===== config.mk =====
export PLATFORM = sky130hd
export DESIGN_NAME = filled_ellipse_span_generator_top
export DESIGN_NICKNAME = d
export VERILOG_FILES = /design/src/design/fesg_pkg.sv /design/src/design/filled_ellipse_span_generator_top.sv /design/src/design/fesg_step.sv /design/src/design/fesg_outq.sv
export SDC_FILE = /design/constraint.sdc
export NUM_CORES = 1
export LEC_CHECK = 0
export BUFFER_PORTS_ARGS = -buffer_cell sky130_fd_sc_hd__buf_2
export CAP_MARGIN = 10
export CELL_PAD_IN_SITES_DETAIL_PLACEMENT = 1
export CELL_PAD_IN_SITES_GLOBAL_PLACEMENT = 1
export CORE_MARGIN = 5
export CORE_UTILIZATION = 45
export CTS_CLUSTER_DIAMETER = 60
export DETAILED_ROUTE_END_ITERATION = 12
export GPL_TIMING_DRIVEN = 0
export PLACE_DENSITY = 0.77
export SLEW_MARGIN = 15
export SYNTH_ARGS = -nofsm -noshare
export SYNTH_HDL_FRONTEND = slang
export SYNTH_SLANG_ARGS = --single-unit
export TNS_END_PERCENT = 5

===== constraint.sdc =====
create_clock -name clk -period 25.2 [get_ports clk]
set_input_delay 1.26 -clock clk [delete_from_list [all_inputs] [get_ports clk]]
set_output_delay 1.26 -clock clk [all_outputs]
set_load 0.03 [all_outputs]

===== src/design/fesg_pkg.sv =====
// Shared types and constants for the filled ellipse span generator.
`timescale 1ns / 1ps

package fesg_pkg;

  // Default geometry widths
  localparam int COORD_BITS_DEF = 12;
  localparam int AXIS_BITS_DEF  = 11;

  // Error term wraps at this width
  localparam int ERR_BITS = 24;

  // Up to five primitives per input word, count fits in three bits
  localparam int MAX_RES = 5;
  localparam int CNT_W   = 3;

  typedef enum logic {
    OP_START = 1'b0,
    OP_STEP  = 1'b1
  } op_t;

  typedef enum logic {
    PRIM_SPAN  = 1'b0,
    PRIM_POINT = 1'b1
  } prim_t;

  // Per-primitive control bits handed from the step unit to the output queue
  typedef struct packed {
    prim_t kind;
    logic  done;
  } res_ctl_t;

endpackage


===== src/design/filled_ellipse_span_generator_top.sv =====
// The first primitive of an input word is on the output the cycle after the word is taken.
// Throughput: one input word per cycle while words yield no primitives and no bundle waits;
// a word that yields n primitives (up to five) holds the input until its last one is taken,
// as the bundle register sends one primitive per cycle while out_tready is high.
// Reset (rst_n low, synchronous) leaves the tracer idle with no output pending.
`timescale 1ns / 1ps

module filled_ellipse_span_generator_top import fesg_pkg::*; #(
  parameter int COORD_BITS = COORD_BITS_DEF,
  parameter int AXIS_BITS  = AXIS_BITS_DEF,
  localparam int IN_W  = ((2 * COORD_BITS + 2 * AXIS_BITS + 9 + 7) / 8) * 8,
  localparam int OUT_W = ((3 * (COORD_BITS + 2) + 9 + 7) / 8) * 8
) (
  input  logic             clk,
  input  logic             rst_n,
  input  logic             in_tvalid,
  output logic             in_tready,
  // center_row, center_col, semi_x, semi_y, draw_color, xor_mode (low to high)
  input  logic [IN_W-1:0]  in_tdata,
  // opcode
  input  logic             in_tuser,
  output logic             out_tvalid,
  input  logic             out_tready,
  // row_top, row_bottom, column, out_color, out_xor (low to high)
  output logic [OUT_W-1:0] out_tdata,
  // prim_kind, figure_done (low to high)
  output logic [1:0]       out_tuser,
  output logic             out_tlast
);

  localparam int C  = COORD_BITS;
  localparam int A  = AXIS_BITS;
  localparam int OW = COORD_BITS + 2;

  logic                        in_fire;
  op_t                         in_op;
  logic [C-1:0]                in_center_row, in_center_col;
  logic [A-1:0]                in_semi_x, in_semi_y;
  logic [7:0]                  in_color;
  logic                        in_xor;

  logic [CNT_W-1:0]            res_cnt;
  res_ctl_t [MAX_RES-1:0]      res_ctl;
  logic [MAX_RES-1:0][OW-1:0]  res_top, res_bot, res_col;
  logic [7:0]                  res_color;
  logic                        res_xor;
  logic                        active;

  res_ctl_t                    o_ctl;
  logic [OW-1:0]               o_top, o_bot, o_col;
  logic [7:0]                  o_color;
  logic                        o_xor;

  // Input word unpack
  assign in_fire       = in_tvalid && in_tready;
  assign in_op         = op_t'(in_tuser);
  assign in_center_row = in_tdata[C-1:0];
  assign in_center_col = in_tdata[2*C-1:C];
  assign in_semi_x     = in_tdata[2*C+A-1:2*C];
  assign in_semi_y     = in_tdata[2*C+2*A-1:2*C+A];
  assign in_color      = in_tdata[2*C+2*A+7:2*C+2*A];
  assign in_xor        = in_tdata[2*C+2*A+8];

  fesg_step #(
    .COORD_BITS (COORD_BITS),
    .AXIS_BITS  (AXIS_BITS)
  ) u_step (
    .clk        (clk),
    .rst_n      (rst_n),
    .in_fire    (in_fire),
    .opcode     (in_op),
    .center_row (in_center_row),
    .center_col (in_center_col),
    .semi_x     (in_semi_x),
    .semi_y     (in_semi_y),
    .draw_color (in_color),
    .xor_mode   (in_xor),
    .res_cnt    (res_cnt),
    .res_ctl    (res_ctl),
    .res_top    (res_top),
    .res_bot    (res_bot),
    .res_col    (res_col),
    .res_color  (res_color),
    .res_xor    (res_xor),
    .active     (active)
  );

  fesg_outq #(
    .COORD_BITS (COORD_BITS)
  ) u_outq (
    .clk        (clk),
    .rst_n      (rst_n),
    .in_fire    (in_fire),
    .res_cnt    (res_cnt),
    .res_ctl    (res_ctl),
    .res_top    (res_top),
    .res_bot    (res_bot),
    .res_col    (res_col),
    .res_color  (res_color),
    .res_xor    (res_xor),
    .can_load   (in_tready),
    .out_ready  (out_tready),
    .out_valid  (out_tvalid),
    .out_ctl    (o_ctl),
    .out_top    (o_top),
    .out_bot    (o_bot),
    .out_col    (o_col),
    .out_color  (o_color),
    .out_xor    (o_xor),
    .out_last   (out_tlast)
  );

  // Output word pack
  assign out_tdata = OUT_W'({o_xor, o_color, o_col, o_bot, o_top});
  assign out_tuser = {o_ctl.done, o_ctl.kind};

  // The closing span is always a span and always ends its word's run
  a_done_is_last_span: assert property (@(posedge clk) disable iff (!rst_n)
    out_tvalid && out_tuser[1] |-> out_tlast && (out_tuser[0] == PRIM_SPAN))
    else $error("figure_done word is not a final span");

  // Once the closing span is out, the tracer has already gone idle
  a_done_idle: assert property (@(posedge clk) disable iff (!rst_n)
    out_tvalid && out_tready && out_tuser[1] |-> !active)
    else $error("tracer still active at figure_done");

  // A start with a nonzero axis shows its first span the next cycle
  a_start_emits: assert property (@(posedge clk) disable iff (!rst_n)
    in_fire && (in_op == OP_START) && (in_semi_x != '0 || in_semi_y != '0)
    |=> out_tvalid && (out_tuser[0] == PRIM_SPAN))
    else $error("start word produced no span");

  // Points never carry the figure end flag
  a_point_not_done: assert property (@(posedge clk) disable iff (!rst_n)
    out_tvalid && (out_tuser[0] == PRIM_POINT) |-> !out_tuser[1])
    else $error("point marked as figure end");

endmodule


===== src/design/fesg_step.sv =====
// Ellipse trace state and one-word step logic that builds a bundle of primitives.
`timescale 1ns / 1ps

module fesg_step import fesg_pkg::*; #(
  parameter int COORD_BITS = COORD_BITS_DEF,
  parameter int AXIS_BITS  = AXIS_BITS_DEF
) (
  input  logic                                   clk,
  input  logic                                   rst_n,
  input  logic                                   in_fire,
  input  op_t                                    opcode,
  input  logic [COORD_BITS-1:0]                  center_row,
  input  logic [COORD_BITS-1:0]                  center_col,
  input  logic [AXIS_BITS-1:0]                   semi_x,
  input  logic [AXIS_BITS-1:0]                   semi_y,
  input  logic [7:0]                             draw_color,
  input  logic                                   xor_mode,
  output logic [CNT_W-1:0]                       res_cnt,
  output res_ctl_t [MAX_RES-1:0]                 res_ctl,
  output logic [MAX_RES-1:0][COORD_BITS+1:0]     res_top,
  output logic [MAX_RES-1:0][COORD_BITS+1:0]     res_bot,
  output logic [MAX_RES-1:0][COORD_BITS+1:0]     res_col,
  output logic [7:0]                             res_color,
  output logic                                   res_xor,
  output logic                                   active
);

  localparam int OW = COORD_BITS + 2;
  localparam int PW = AXIS_BITS + 1;
  localparam int IW = AXIS_BITS + 3;
  localparam int CW = ((COORD_BITS > AXIS_BITS) ? COORD_BITS : AXIS_BITS) + 3;

  // base +/- signed offset, wrapped to the output width
  function automatic logic [OW-1:0] offs(input logic [COORD_BITS-1:0] base,
                                         input logic [PW-1:0] off,
                                         input logic sub);
    logic signed [CW-1:0] b_w;
    logic signed [CW-1:0] o_w;
    logic signed [CW-1:0] s_w;
    b_w = $signed({{(CW-COORD_BITS){1'b0}}, base});
    o_w = $signed({{(CW-PW){off[PW-1]}}, off});
    s_w = sub ? (b_w - o_w) : (b_w + o_w);
    return s_w[OW-1:0];
  endfunction

  // State registers
  logic                        active_r, active_nxt;
  logic [COORD_BITS-1:0]       ctr_row_r, ctr_row_nxt;
  logic [COORD_BITS-1:0]       ctr_col_r, ctr_col_nxt;
  logic [AXIS_BITS-1:0]        axis_a_r, axis_a_nxt;
  logic [AXIS_BITS-1:0]        axis_b_r, axis_b_nxt;
  logic [AXIS_BITS-1:0]        radius_r, radius_nxt;
  logic [PW-1:0]               pos_x_r, pos_x_nxt;
  logic [PW-1:0]               pos_y_r, pos_y_nxt;
  logic [PW-1:0]               acc_x_r, acc_x_nxt;
  logic [PW-1:0]               acc_y_r, acc_y_nxt;
  logic signed [ERR_BITS-1:0]  err_r, err_nxt;
  logic signed [IW-1:0]        inc_x_r, inc_x_nxt;
  logic signed [IW-1:0]        inc_y_r, inc_y_nxt;
  logic                        neg_x_r, neg_x_nxt;
  logic                        neg_y_r, neg_y_nxt;
  logic [PW-1:0]               steps_r, steps_nxt;
  logic [7:0]                  color_r, color_nxt;
  logic                        xor_r, xor_nxt;

  // Step datapath temporaries
  logic                        emit_pair, emit_pts, emit_fin;
  logic [PW:0]                 acc_sum, acc_diff;
  logic signed [ERR_BITS-1:0]  err_step;
  logic signed [IW-1:0]        inc_new;
  logic                        flip;
  logic [OW-1:0]               row_m, row_p, col_p, col_m, fin_top, fin_bot;
  logic [CNT_W-1:0]            n;

  // Next state for a start or one trace iteration
  always_comb begin
    active_nxt  = active_r;
    ctr_row_nxt = ctr_row_r;
    ctr_col_nxt = ctr_col_r;
    axis_a_nxt  = axis_a_r;
    axis_b_nxt  = axis_b_r;
    radius_nxt  = radius_r;
    pos_x_nxt   = pos_x_r;
    pos_y_nxt   = pos_y_r;
    acc_x_nxt   = acc_x_r;
    acc_y_nxt   = acc_y_r;
    err_nxt     = err_r;
    inc_x_nxt   = inc_x_r;
    inc_y_nxt   = inc_y_r;
    neg_x_nxt   = neg_x_r;
    neg_y_nxt   = neg_y_r;
    steps_nxt   = steps_r;
    color_nxt   = color_r;
    xor_nxt     = xor_r;
    emit_pair   = 1'b0;
    emit_pts    = 1'b0;
    emit_fin    = 1'b0;
    acc_sum     = '0;
    acc_diff    = '0;
    err_step    = '0;
    inc_new     = '0;
    flip        = 1'b0;

    if (in_fire) begin
      if (opcode == OP_START) begin
        if (semi_x == '0 && semi_y == '0) begin
          active_nxt = 1'b0;
        end else begin
          ctr_row_nxt = center_row;
          ctr_col_nxt = center_col;
          axis_a_nxt  = semi_x;
          axis_b_nxt  = semi_y;
          radius_nxt  = (semi_x < semi_y) ? semi_y : semi_x;
          color_nxt   = draw_color;
          xor_nxt     = xor_mode;
          neg_x_nxt   = 1'b1;
          neg_y_nxt   = 1'b0;
          acc_x_nxt   = '0;
          acc_y_nxt   = '0;
          err_nxt     = '0;
          inc_x_nxt   = IW'(1) - {2'b00, radius_nxt, 1'b0};
          inc_y_nxt   = IW'(1);
          pos_x_nxt   = {1'b0, semi_x};
          pos_y_nxt   = '0;
          steps_nxt   = {radius_nxt, 1'b0} - PW'(1);
          active_nxt  = 1'b1;
          emit_pair   = 1'b1;
        end
      end else if (active_r) begin
        if (!err_r[ERR_BITS-1]) begin
          // x move of the circle
          acc_sum  = {1'b0, acc_x_r} + {2'b00, axis_a_r};
          acc_diff = acc_sum - {2'b00, radius_r};
          if (acc_sum >= {2'b00, radius_r}) begin
            pos_x_nxt = neg_x_r ? (pos_x_r - PW'(1)) : (pos_x_r + PW'(1));
            acc_x_nxt = acc_diff[PW-1:0];
            emit_pair = 1'b1;
          end else begin
            acc_x_nxt = acc_sum[PW-1:0];
          end
          if (!inc_x_r[IW-1] && inc_x_r != '0)
            err_step = err_r - {{(ERR_BITS-IW){inc_x_r[IW-1]}}, inc_x_r};
          else
            err_step = err_r + {{(ERR_BITS-IW){inc_x_r[IW-1]}}, inc_x_r};
          inc_new   = inc_x_r + IW'(2);
          inc_x_nxt = inc_new;
          flip      = (inc_new == '0) || (inc_new == IW'(1));
          if (flip) begin
            neg_y_nxt = ~neg_y_r;
            inc_y_nxt = IW'(2) - inc_y_r;
            err_nxt   = -err_step;
          end else begin
            err_nxt   = err_step;
          end
        end else begin
          // y move of the circle
          acc_sum  = {1'b0, acc_y_r} + {2'b00, axis_b_r};
          acc_diff = acc_sum - {2'b00, radius_r};
          if (acc_sum >= {2'b00, radius_r}) begin
            pos_y_nxt = neg_y_r ? (pos_y_r - PW'(1)) : (pos_y_r + PW'(1));
            acc_y_nxt = acc_diff[PW-1:0];
            emit_pts  = 1'b1;
          end else begin
            acc_y_nxt = acc_sum[PW-1:0];
          end
          if (!inc_y_r[IW-1] && inc_y_r != '0)
            err_step = err_r + {{(ERR_BITS-IW){inc_y_r[IW-1]}}, inc_y_r};
          else
            err_step = err_r - {{(ERR_BITS-IW){inc_y_r[IW-1]}}, inc_y_r};
          inc_new   = inc_y_r + IW'(2);
          inc_y_nxt = inc_new;
          flip      = (inc_new == '0) || (inc_new == IW'(1));
          if (flip) begin
            neg_x_nxt = ~neg_x_r;
            inc_x_nxt = IW'(2) - inc_x_r;
            err_nxt   = -err_step;
          end else begin
            err_nxt   = err_step;
          end
        end
        // iteration count, final center span ends the figure
        if (steps_r <= PW'(1)) begin
          steps_nxt  = '0;
          emit_fin   = 1'b1;
          active_nxt = 1'b0;
        end else begin
          steps_nxt  = steps_r - PW'(1);
        end
      end
    end
  end

  // Mirrored coordinates, taken from the updated position
  always_comb begin
    row_m   = offs(ctr_row_nxt, pos_y_nxt, 1'b1);
    row_p   = offs(ctr_row_nxt, pos_y_nxt, 1'b0);
    col_p   = offs(ctr_col_nxt, pos_x_nxt, 1'b0);
    col_m   = offs(ctr_col_nxt, pos_x_nxt, 1'b1);
    fin_top = offs(ctr_row_nxt, {1'b0, axis_b_nxt}, 1'b1);
    fin_bot = offs(ctr_row_nxt, {1'b0, axis_b_nxt}, 1'b0);
  end

  // Bundle of primitives in emission order
  always_comb begin
    n       = '0;
    res_ctl = '0;
    res_top = '0;
    res_bot = '0;
    res_col = '0;
    if (emit_pair) begin
      res_ctl[0] = '{kind: PRIM_SPAN, done: 1'b0};
      res_top[0] = row_m;
      res_bot[0] = row_p;
      res_col[0] = col_p;
      res_ctl[1] = '{kind: PRIM_SPAN, done: 1'b0};
      res_top[1] = row_m;
      res_bot[1] = row_p;
      res_col[1] = col_m;
      n = CNT_W'(2);
    end
    if (emit_pts) begin
      res_ctl[0] = '{kind: PRIM_POINT, done: 1'b0};
      res_top[0] = row_m;
      res_bot[0] = row_m;
      res_col[0] = col_p;
      res_ctl[1] = '{kind: PRIM_POINT, done: 1'b0};
      res_top[1] = row_p;
      res_bot[1] = row_p;
      res_col[1] = col_p;
      res_ctl[2] = '{kind: PRIM_POINT, done: 1'b0};
      res_top[2] = row_m;
      res_bot[2] = row_m;
      res_col[2] = col_m;
      res_ctl[3] = '{kind: PRIM_POINT, done: 1'b0};
      res_top[3] = row_p;
      res_bot[3] = row_p;
      res_col[3] = col_m;
      n = CNT_W'(4);
    end
    if (emit_fin) begin
      res_ctl[n] = '{kind: PRIM_SPAN, done: 1'b1};
      res_top[n] = fin_top;
      res_bot[n] = fin_bot;
      res_col[n] = OW'(ctr_col_nxt);
      n = n + CNT_W'(1);
    end
  end

  assign res_cnt   = n;
  assign res_color = color_nxt;
  assign res_xor   = xor_nxt;
  assign active    = active_r;

  // State update
  always_ff @(posedge clk) begin
    if (!rst_n) begin
      active_r  <= 1'b0;
      ctr_row_r <= '0;
      ctr_col_r <= '0;
      axis_a_r  <= '0;
      axis_b_r  <= '0;
      radius_r  <= '0;
      pos_x_r   <= '0;
      pos_y_r   <= '0;
      acc_x_r   <= '0;
      acc_y_r   <= '0;
      err_r     <= '0;
      inc_x_r   <= '0;
      inc_y_r   <= '0;
      neg_x_r   <= 1'b1;
      neg_y_r   <= 1'b0;
      steps_r   <= '0;
      color_r   <= '0;
      xor_r     <= 1'b0;
    end else begin
      active_r  <= active_nxt;
      ctr_row_r <= ctr_row_nxt;
      ctr_col_r <= ctr_col_nxt;
      axis_a_r  <= axis_a_nxt;
      axis_b_r  <= axis_b_nxt;
      radius_r  <= radius_nxt;
      pos_x_r   <= pos_x_nxt;
      pos_y_r   <= pos_y_nxt;
      acc_x_r   <= acc_x_nxt;
      acc_y_r   <= acc_y_nxt;
      err_r     <= err_nxt;
      inc_x_r   <= inc_x_nxt;
      inc_y_r   <= inc_y_nxt;
      neg_x_r   <= neg_x_nxt;
      neg_y_r   <= neg_y_nxt;
      steps_r   <= steps_nxt;
      color_r   <= color_nxt;
      xor_r     <= xor_nxt;
    end
  end

endmodule


===== src/design/fesg_outq.sv =====
// Result register holding one bundle of primitives, sent out one word per cycle while out_ready is high.
`timescale 1ns / 1ps

module fesg_outq import fesg_pkg::*; #(
  parameter int COORD_BITS = COORD_BITS_DEF
) (
  input  logic                                clk,
  input  logic                                rst_n,
  input  logic                                in_fire,
  input  logic [CNT_W-1:0]                    res_cnt,
  input  res_ctl_t [MAX_RES-1:0]              res_ctl,
  input  logic [MAX_RES-1:0][COORD_BITS+1:0]  res_top,
  input  logic [MAX_RES-1:0][COORD_BITS+1:0]  res_bot,
  input  logic [MAX_RES-1:0][COORD_BITS+1:0]  res_col,
  input  logic [7:0]                          res_color,
  input  logic                                res_xor,
  output logic                                can_load,
  input  logic                                out_ready,
  output logic                                out_valid,
  output res_ctl_t                            out_ctl,
  output logic [COORD_BITS+1:0]               out_top,
  output logic [COORD_BITS+1:0]               out_bot,
  output logic [COORD_BITS+1:0]               out_col,
  output logic [7:0]                          out_color,
  output logic                                out_xor,
  output logic                                out_last
);

  localparam int OW = COORD_BITS + 2;

  logic                          valid_r, valid_nxt;
  logic [CNT_W-1:0]              cnt_r, cnt_nxt;
  logic [CNT_W-1:0]              idx_r, idx_nxt;
  res_ctl_t [MAX_RES-1:0]        ctl_r;
  logic [MAX_RES-1:0][OW-1:0]    top_r, bot_r, col_r;
  logic [7:0]                    color_r;
  logic                          xor_r;
  logic                          at_last;
  logic                          load;

  assign at_last  = (idx_r == cnt_r - CNT_W'(1));
  assign can_load = !valid_r || (out_ready && at_last);
  assign load     = in_fire && (res_cnt != '0);

  // Bundle control: load, advance, drain
  always_comb begin
    valid_nxt = valid_r;
    cnt_nxt   = cnt_r;
    idx_nxt   = idx_r;
    if (load) begin
      valid_nxt = 1'b1;
      cnt_nxt   = res_cnt;
      idx_nxt   = '0;
    end else if (valid_r && out_ready) begin
      if (at_last)
        valid_nxt = 1'b0;
      else
        idx_nxt = idx_r + CNT_W'(1);
    end
  end

  always_ff @(posedge clk) begin
    if (!rst_n) begin
      valid_r <= 1'b0;
      cnt_r   <= '0;
      idx_r   <= '0;
    end else begin
      valid_r <= valid_nxt;
      cnt_r   <= cnt_nxt;
      idx_r   <= idx_nxt;
    end
  end

  // Bundle payload
  always_ff @(posedge clk) begin
    if (load) begin
      ctl_r   <= res_ctl;
      top_r   <= res_top;
      bot_r   <= res_bot;
      col_r   <= res_col;
      color_r <= res_color;
      xor_r   <= res_xor;
    end
  end

  // Word select
  assign out_valid = valid_r;
  assign out_ctl   = ctl_r[idx_r];
  assign out_top   = top_r[idx_r];
  assign out_bot   = bot_r[idx_r];
  assign out_col   = col_r[idx_r];
  assign out_color = color_r;
  assign out_xor   = xor_r;
  assign out_last  = at_last;

endmodule

==> results of run 1 <==
-- final cells by class --
class | count | area (sq um) | area share
plain buffers | 188 | 748.2 | 0.02275
clock buffers | 63 | 1360 | 0.04135
clock inverters | 28 | 375.4 | 0.01141
inverters | 209 | 792.0 | 0.02408
multi-input cells | 2681 | 18060 | 0.5489
flip-flops and latches | 392 | 9889 | 0.3006
well taps | 855 | 1070 | 0.03252
repair buffers | 116 | 603.1 | 0.01833
-- kinds of logic after synthesis --
logic type / Yosys count
adder cells (fa/ha/maj): 230
multiplexers: 101
other: 2
AND/OR/NAND/NOR: 1154
flip-flops: 392
XOR/XNOR: 234
AO/OA/AOI/OAI: 947
buffers and inverters: 397
-- routing by layer --
layer  up-vias  part of all wire
met5         -           0.00012
met2       900              0.48
met1     13800              0.41
met3       259             0.060
met4         2             0.049
li1      12790                 -
-- path summary, 6_finish.rpt --
kind	start	endpoint	cells past startpoint
max	u_step.axis_b_r[0]	u_outq.bot_r[13]	34
min	u_step.acc_y_r[9]	u_step.acc_y_r[9]	2
max reg2reg	u_step.axis_b_r[0]	u_outq.bot_r[13]	34
min reg2reg	u_step.acc_y_r[9]	u_step.acc_y_r[9]	2
-- worst max-delay path, delay by kind of cell (launching register included) --
kind	cells	cell delay [ns]
adder cells (fa/ha/maj)	4	1.33
AO/OA/AOI/OAI	17	4.32
XOR/XNOR	2	0.64
flip-flops	1	0.36
AND/OR/NAND/NOR	6	1.46
buffers and inverters	5	1.22
-- where the power goes --
group	leakage, nW	internal, mW	switching (mW)
sequential	3.50	0.725	0.0230
combinational	9.24	0.258	0.481
clock	0.847	0.464	0.300
-- per-stage QoR --
step | power [mW] | cell area [sq um] | hold slack, ns | util | instances
2_1_floorplan | 1.284 | 29460 | 0.4362 | - | 3470
3_3_place_gp | 1.462 | 31100 | 0.4496 | 0.4816 | 4439
3_5_place_dp | 1.485 | 31150 | 0.4565 | 0.4823 | 4441
4_1_cts | 2.250 | 32880 | 0.4642 | 0.5092 | 4532
5_1_grt | 2.349 | 32890 | 0.4839 | 0.5093 | 4532
6_report | 2.251 | 32890 | 0.4662 | 0.5093 | 4532
-- state kept, by name, summed over array words and instances (netlist names), 3 cells and up --
register and count:
u_outq.ctl_r 5, u_step.acc_y_r 12, u_outq.idx_r 3, u_step.ctr_row_r 12
u_step.pos_y_r 12, u_step.steps_r 12, u_outq.col_r 68, u_step.axis_a_r 11
u_step.inc_x_r 14, u_outq.bot_r 69, u_step.axis_b_r 11, u_step.pos_x_r 12
u_step.color_r 8, u_step.ctr_col_r 12, u_outq.top_r 53, u_outq.out_color 8
u_step.err_r 24, u_step.acc_x_r 12, u_outq.cnt_r 3, u_step.inc_y_r 14
u_step.radius_r 11
-- synth_stat cells, types with 18 or more instances --
library cell,n
edfxtp_1,204
o31ai_1,22
o21ai_0,196
a211oi_1,44
o21bai_1,31
nand2_1,330
nand2b_1,34
a21oi_1,268
nand3_1,70
mux4_2,42
or3_1,41
nand4_1,20
and2_1,20
clkbuf_1,144
nor2b_1,36
nor3_1,71
nor2_1,416
nor4_1,28
and3_1,21
o21ai_1,18
xor2_1,79
a31oi_1,32
inv_1,207
dfxtp_1,188
a21o_1,71
o22ai_1,59
o211ai_1,29
buf_1,24
mux2i_1,52
xnor2_1,153
ha_1,216
a22oi_1,22
o21a_1,25
==> impl_metrics.yaml, run 1 <==
outcome:
  outcome: "complete, no violations"
synthesis:
  synth-seq-cells: 392
  synth.area.mux_share: 0.05262
  yosysTopAreaCell: "edfxtp_1"
  async_reset_ff_frac: 0
  synthTopCellsByArea: "edfxtp_1 21%, dfxtp_1 13%, ha_1 9.2%"
  synth_cells: 3457
  syn-mean-instance-area_sq_um: 8.508
  ys_types: 99
  syn_area_sq_mm: 0.02941
  seq_area_frac_synth: 0.3363
  synth_top_area_frac: 0.2083
  synth_warnings: 0
  synth_simple_gate_area_share: 0.1812
  synth-edff-count: 204
  yosys.area_share.xor_xnor: 0.07066
  synthAdderAreaFrac: 0.1014
  synth_top_family_by_area: "compound AO/OA/AOI/OAI gates"
  synthFlopType: "edfxtp_1"
  synth_compound_area_frac: 0.2056
clocking:
  cts_tree: "yes"
  clock_path_buffers: 3
  cts-root-buf: "clkbuf_16"
  cts_sinks: 392
  clk_latency_ns: 0.61
  numCtsBuffers: 49
  cts_setup_buffers: 0
  cts_hold_buf: 0
  post_cts_resized: 0
  clk_pin_slew_ns: 0.07
  htreeDepth: 2
global_route:
  met1_usage: 0.3770
  overflow: 0
  grt_max_degree: 117
  antenna_found_initial: 1
  grt_pass1_wl_microns: 168700
  grtUsageMet2: 0.5241
  grt_pass1_vias: 29210
  grt_use_met3: 0.03792
  top_usage_layer: "met2"
  grtUsageTotal: 0.3008
finish:
  final_nets: 3928
  drive_gt1_frac: 0.08458
  layout_common_cells: "416 x nor2_1, 330 x nand2_1, 268 x a21oi_1"
  mostFrequentLayoutCell: "nor2_1"
  syn_to_final_growth_pct: 11.84
  fillers: 7768
  insertedDiodeCount: 0
worst_setup_path:
  setup.worst_path.end_class: "flop"
  worst_path_largest_cell_delay_ns: 0.64
  crit_arrival_ns: 9.96
  required_ns: 25.50
  crit_path_start_kind: "flop"
  r2r_slack_ns: 15.54
  critical_path_class: "flop to flop"
  worstPathMaxFanout: 10
  critPathSlowestCell: "o31ai_2"
floorplanning:
  dieArea_sq_mm: 0.07057
  die_w_microns: 265.7
  fp-row-count: 93
  die_height_microns: 265.7
  num_io_pins: 122
  core_area_sq_mm: 0.06458
  initial_core_util: 0.4554
placement:
  gp_congestion: 0.9526
  io_buffers: 114
  hpwl_microns: 84080
  dp_slack_ns: 15.78
drt:
  wl_per_cell_microns: 24.36
  num_vias: 27750
  vias_per_cell: 6.124
  drtPass1Iterations: 5
  drt_iter0_drc: 2057
  routed_wl_microns: 110400
  drc_errors: 0
  ant_nets: 0
sta:
  setup_violations: 0
  worst_pin_slew_ns: 1.380
  relSlewSlack: 0.07988
  drv_slew: 0
  rsz0062_at_grt: "no"
  layout_setup_ws_ns: 15.54
  fin_worst_skew_ns: 0.03332
  fmax_mhz: 103.5
  period_share: 0.3832
  min_period_ns: 9.658
  hold_viol_final: 0
  fin_tns_setup_ns: 0
flow_run:
  cap_viol_max_count: 0
power:
  p_leak_nw: 13.59
  cellPowerDensity_mw_per_mm2: 68.44
  irDropWorstVdd_v: 0.00004369
min_path:
  hold_class: "flop to flop"
Note: power is estimated with default switching activity, not from simulation.
==> run 2, diff against run 1 <==
--- a/config.mk
+++ b/config.mk
@@ -5,16 +5,17 @@
 export SDC_FILE = /design/constraint.sdc
 export NUM_CORES = 1
 export LEC_CHECK = 0
+export ABC_AREA = 1
 export BUFFER_PORTS_ARGS = -buffer_cell sky130_fd_sc_hd__buf_2
 export CAP_MARGIN = 10
 export CELL_PAD_IN_SITES_DETAIL_PLACEMENT = 1
 export CELL_PAD_IN_SITES_GLOBAL_PLACEMENT = 1
 export CORE_MARGIN = 5
-export CORE_UTILIZATION = 45
+export CORE_UTILIZATION = 42
 export CTS_CLUSTER_DIAMETER = 60
 export DETAILED_ROUTE_END_ITERATION = 12
 export GPL_TIMING_DRIVEN = 0
-export PLACE_DENSITY = 0.77
+export PLACE_DENSITY = 0.78
 export SLEW_MARGIN = 15
 export SYNTH_ARGS = -nofsm -noshare
 export SYNTH_HDL_FRONTEND = slang
==> constraint.sdc (replaced) <==
create_clock -name clk -period 7.7 [get_ports clk]
set_input_delay 0.385 -clock clk [delete_from_list [all_inputs] [get_ports clk]]
set_output_delay 0.385 -clock clk [all_outputs]
set_load 0.03 [all_outputs]
==> run 2 against run 1 <==
- clock skew up 0.011 ns
- critical endpoint is now u_outq.bot_r[12]
- sequential cell count unchanged
- largest cell class unchanged
- first-iteration DRC count up 11%
- routed wire length up 4.3%
- maximum frequency up 35%
- highest routed layer unchanged
- critical path type unchanged
- utilization down 3.7 points
==> impl_metrics.yaml, run 2 <==
synthesis:
  yosysMostFrequentCell: "nand2_1"
  synth-seq-cells: 392
  synthFlopType: "edfxtp_1"
  synthTopCellsByCount: "861 x nand2_1, 562 x inv_1, 379 x nor2_1, 366 x a21oi_1, 315 x nand3_1"
  async_reset_ff_frac: 0
  seq_area_frac_synth: 0.3210
  synth_warnings: 0
  syn-mean-instance-area_sq_um: 7.190
  ys_types: 71
  synthTopCellsByArea: "edfxtp_1 20%, dfxtp_1 12%, nand2_1 10%"
  synth_top_area_frac: 0.1988
  syn_area_sq_mm: 0.03081
  synth_cells: 4285
  synth-edff-count: 204
  yosysTopAreaCell: "edfxtp_1"
drt:
  routed_wl_microns: 115200
  drtPass1Iterations: 6
  wl_per_cell_microns: 21.06
  vias_per_cell: 5.608
  drc_errors: 0
  drt_iter0_drc: 2281
  num_vias: 30670
  ant_nets: 0
finish:
  finalInstanceArea_sq_mm: 0.03439
  syn_to_final_growth_pct: 11.63
  reg.largest.list: "u_outq.bot_r (69), u_outq.col_r (68), u_outq.top_r (53)"
  largest_register_ffs: 69
  utilization: 0.4722
  layout_common_cells: "860 x nand2_1, 562 x inv_1, 379 x nor2_1"
  fillers: 9461
  largest_register: "u_outq.bot_r"
  mostFrequentLayoutCell: "nand2_1"
  multi_input_area_sq_mm: 0.01798
  drive_gt1_frac: 0.09714
  seqCellArea_sq_mm: 0.009889
  final_nets: 4758
worst_setup_path:
  worst_path_largest_cell_delay_ns: 0.48
  critical_path_class: "flop to flop"
  startpoint: "u_step.axis_b_r[0]"
  setup.worst_path.end_class: "flop"
  worstPathMaxFanout: 10
  crit_arrival_ns: 7.55
  crit-reg2reg-launch: "u_step.axis_b_r[0]"
  required_ns: 8.09
  critPathSlowestCell: "o31ai_1"
  crit_path_start_kind: "flop"
sta:
  drv_slew: 0
  fmax_mhz: 139.5
  setup_violations: 0
  period_share: 0.9307
  min_period_ns: 7.166
  worst_pin_slew_ns: 1.244
  fin_worst_skew_ns: 0.04427
  relSlewSlack: 0.1674
  rsz0062_at_grt: "no"
  hold_viol_final: 0
min_path:
  hold_class: "input pin to flop"
  holdCritStartpoint: "in_tdata[48]"
clocking:
  clk_pin_slew_ns: 0.06
  cts_tree: "yes"
  clock_path_buffers: 3
  cts_sinks: 392
  htreeDepth: 2
  cts-root-buf: "clkbuf_16"
  clk_latency_ns: 0.64
  numCtsBuffers: 50
global_route:
  grtUsageMet2: 0.4657
  top_usage_layer: "met2"
  met1_usage: 0.3851
  grtUsageTotal: 0.2825
  antenna_found_initial: 6
  overflow: 0
  grt_max_degree: 104
  grt_pass1_wl_microns: 176600
  grt_use_met3: 0.04253
  grt_pass1_vias: 31310
placement:
  gp_congestion: 0.9321
  placed_area_sq_mm: 0.03268
  hpwl_microns: 90400
  io_buffers: 115
power:
  total_power_mw: 7.885
  p_leak_nw: 16.11
  irDropWorstVdd_v: 0.0001713
  cellPowerDensity_mw_per_mm2: 229.3
floorplanning:
  die_height_microns: 280.8
  fp-row-count: 99
  initial_core_util: 0.4230
  core_area_sq_mm: 0.07283
  num_io_pins: 122
  die_w_microns: 280.8
  dieArea_sq_mm: 0.07887
outcome:
  outcome: "complete, no violations"
flow_run:
  cap_viol_max_count: 0
-- run 2: layer usage --
metal  vias up  part of all wire
met1     14810              0.45
met4         4             0.032
met5         -           0.00020
li1      14690                 -
met2       944              0.46
met3       230             0.067
-- run 2: logic make-up (layout without fill, tap and decap cells) --
| family | after synthesis | in the layout | synth area share |
|---|---|---|---|
| other | 2 | 16 | 0.0002438 |
| flip-flops | 392 | 392 | 0.3210 |
| AO/OA/AOI/OAI | 904 | 904 | 0.1707 |
| adder cells (fa/ha/maj) | 230 | 230 | 0.09682 |
| buffers and inverters | 753 | 964 | 0.09775 |
| AND/OR/NAND/NOR | 1828 | 1828 | 0.2624 |
| XOR/XNOR | 176 | 176 | 0.05101 |
-- run 2: worst max-delay path, delay by kind of cell, from the launching register on --
family                     cells  cell delay (ns)
buffers and inverters          5             0.72
adders and majority gates      5             1.64
and+or+nand+nor               11             1.65
DFF                            1             0.35
AOI/OAI and AO/OA              9             2.16
xor gates and xnor gates       2             0.37
-- run 2: final timing paths --
path	end	slack, ns	depth (start not counted)
worst max-delay path	u_outq.bot_r[12]	0.53	32
worst max register to register	u_outq.bot_r[12]	0.53	32
worst min register to register	u_step.acc_y_r[10]	0.47	2
worst min-delay path	u_step.color_r[2]	0.03	3
-- run 2: layout make-up --
cell class	count	area share
multi-input combinational	3153	0.5227
sequential	392	0.2876
inverter	591	0.06476
clock buffer	65	0.03976
tap	959	0.03489
buffer	162	0.02285
timing repair buffer	117	0.01783
clock inverter	29	0.009568
antenna	1	0.00007276
-- run 2: power by group --
group          internal, mW  switching, mW  leakage (nW)
registers              2.38         0.0897          3.50
logic                 0.893           2.10          11.8
clock network          1.38           1.04         0.820
-- run 2: repair_timing --
| action | in CTS | in global routing |
|---|---|---|
| setup endpoints to repair | 0 | 1 |
| hold buffers | 1 | 0 |
| endpoints found under the hold margin | 1 | 0 |
| setup buffers | 0 | 0 |
| gates resized for setup | 0 | 1 |
-- run 2: per-stage QoR --
stage | setup slack [ns] | setup TNS [ns] | instances | hold slack, ns
finish | 0.5338 | 0 | 5469 | 0.02627
global route | 0.002346 | 0 | 5468 | 0.02719
CTS | 0.5806 | 0 | 5468 | 0.001773
detailed placement | 0.6091 | 0 | 5373 | 0.4607
global placement | -0.4894 | -95.23 | 5372 | 0.4582
floorplan | 1.357 | 0 | 4298 | 0.4481
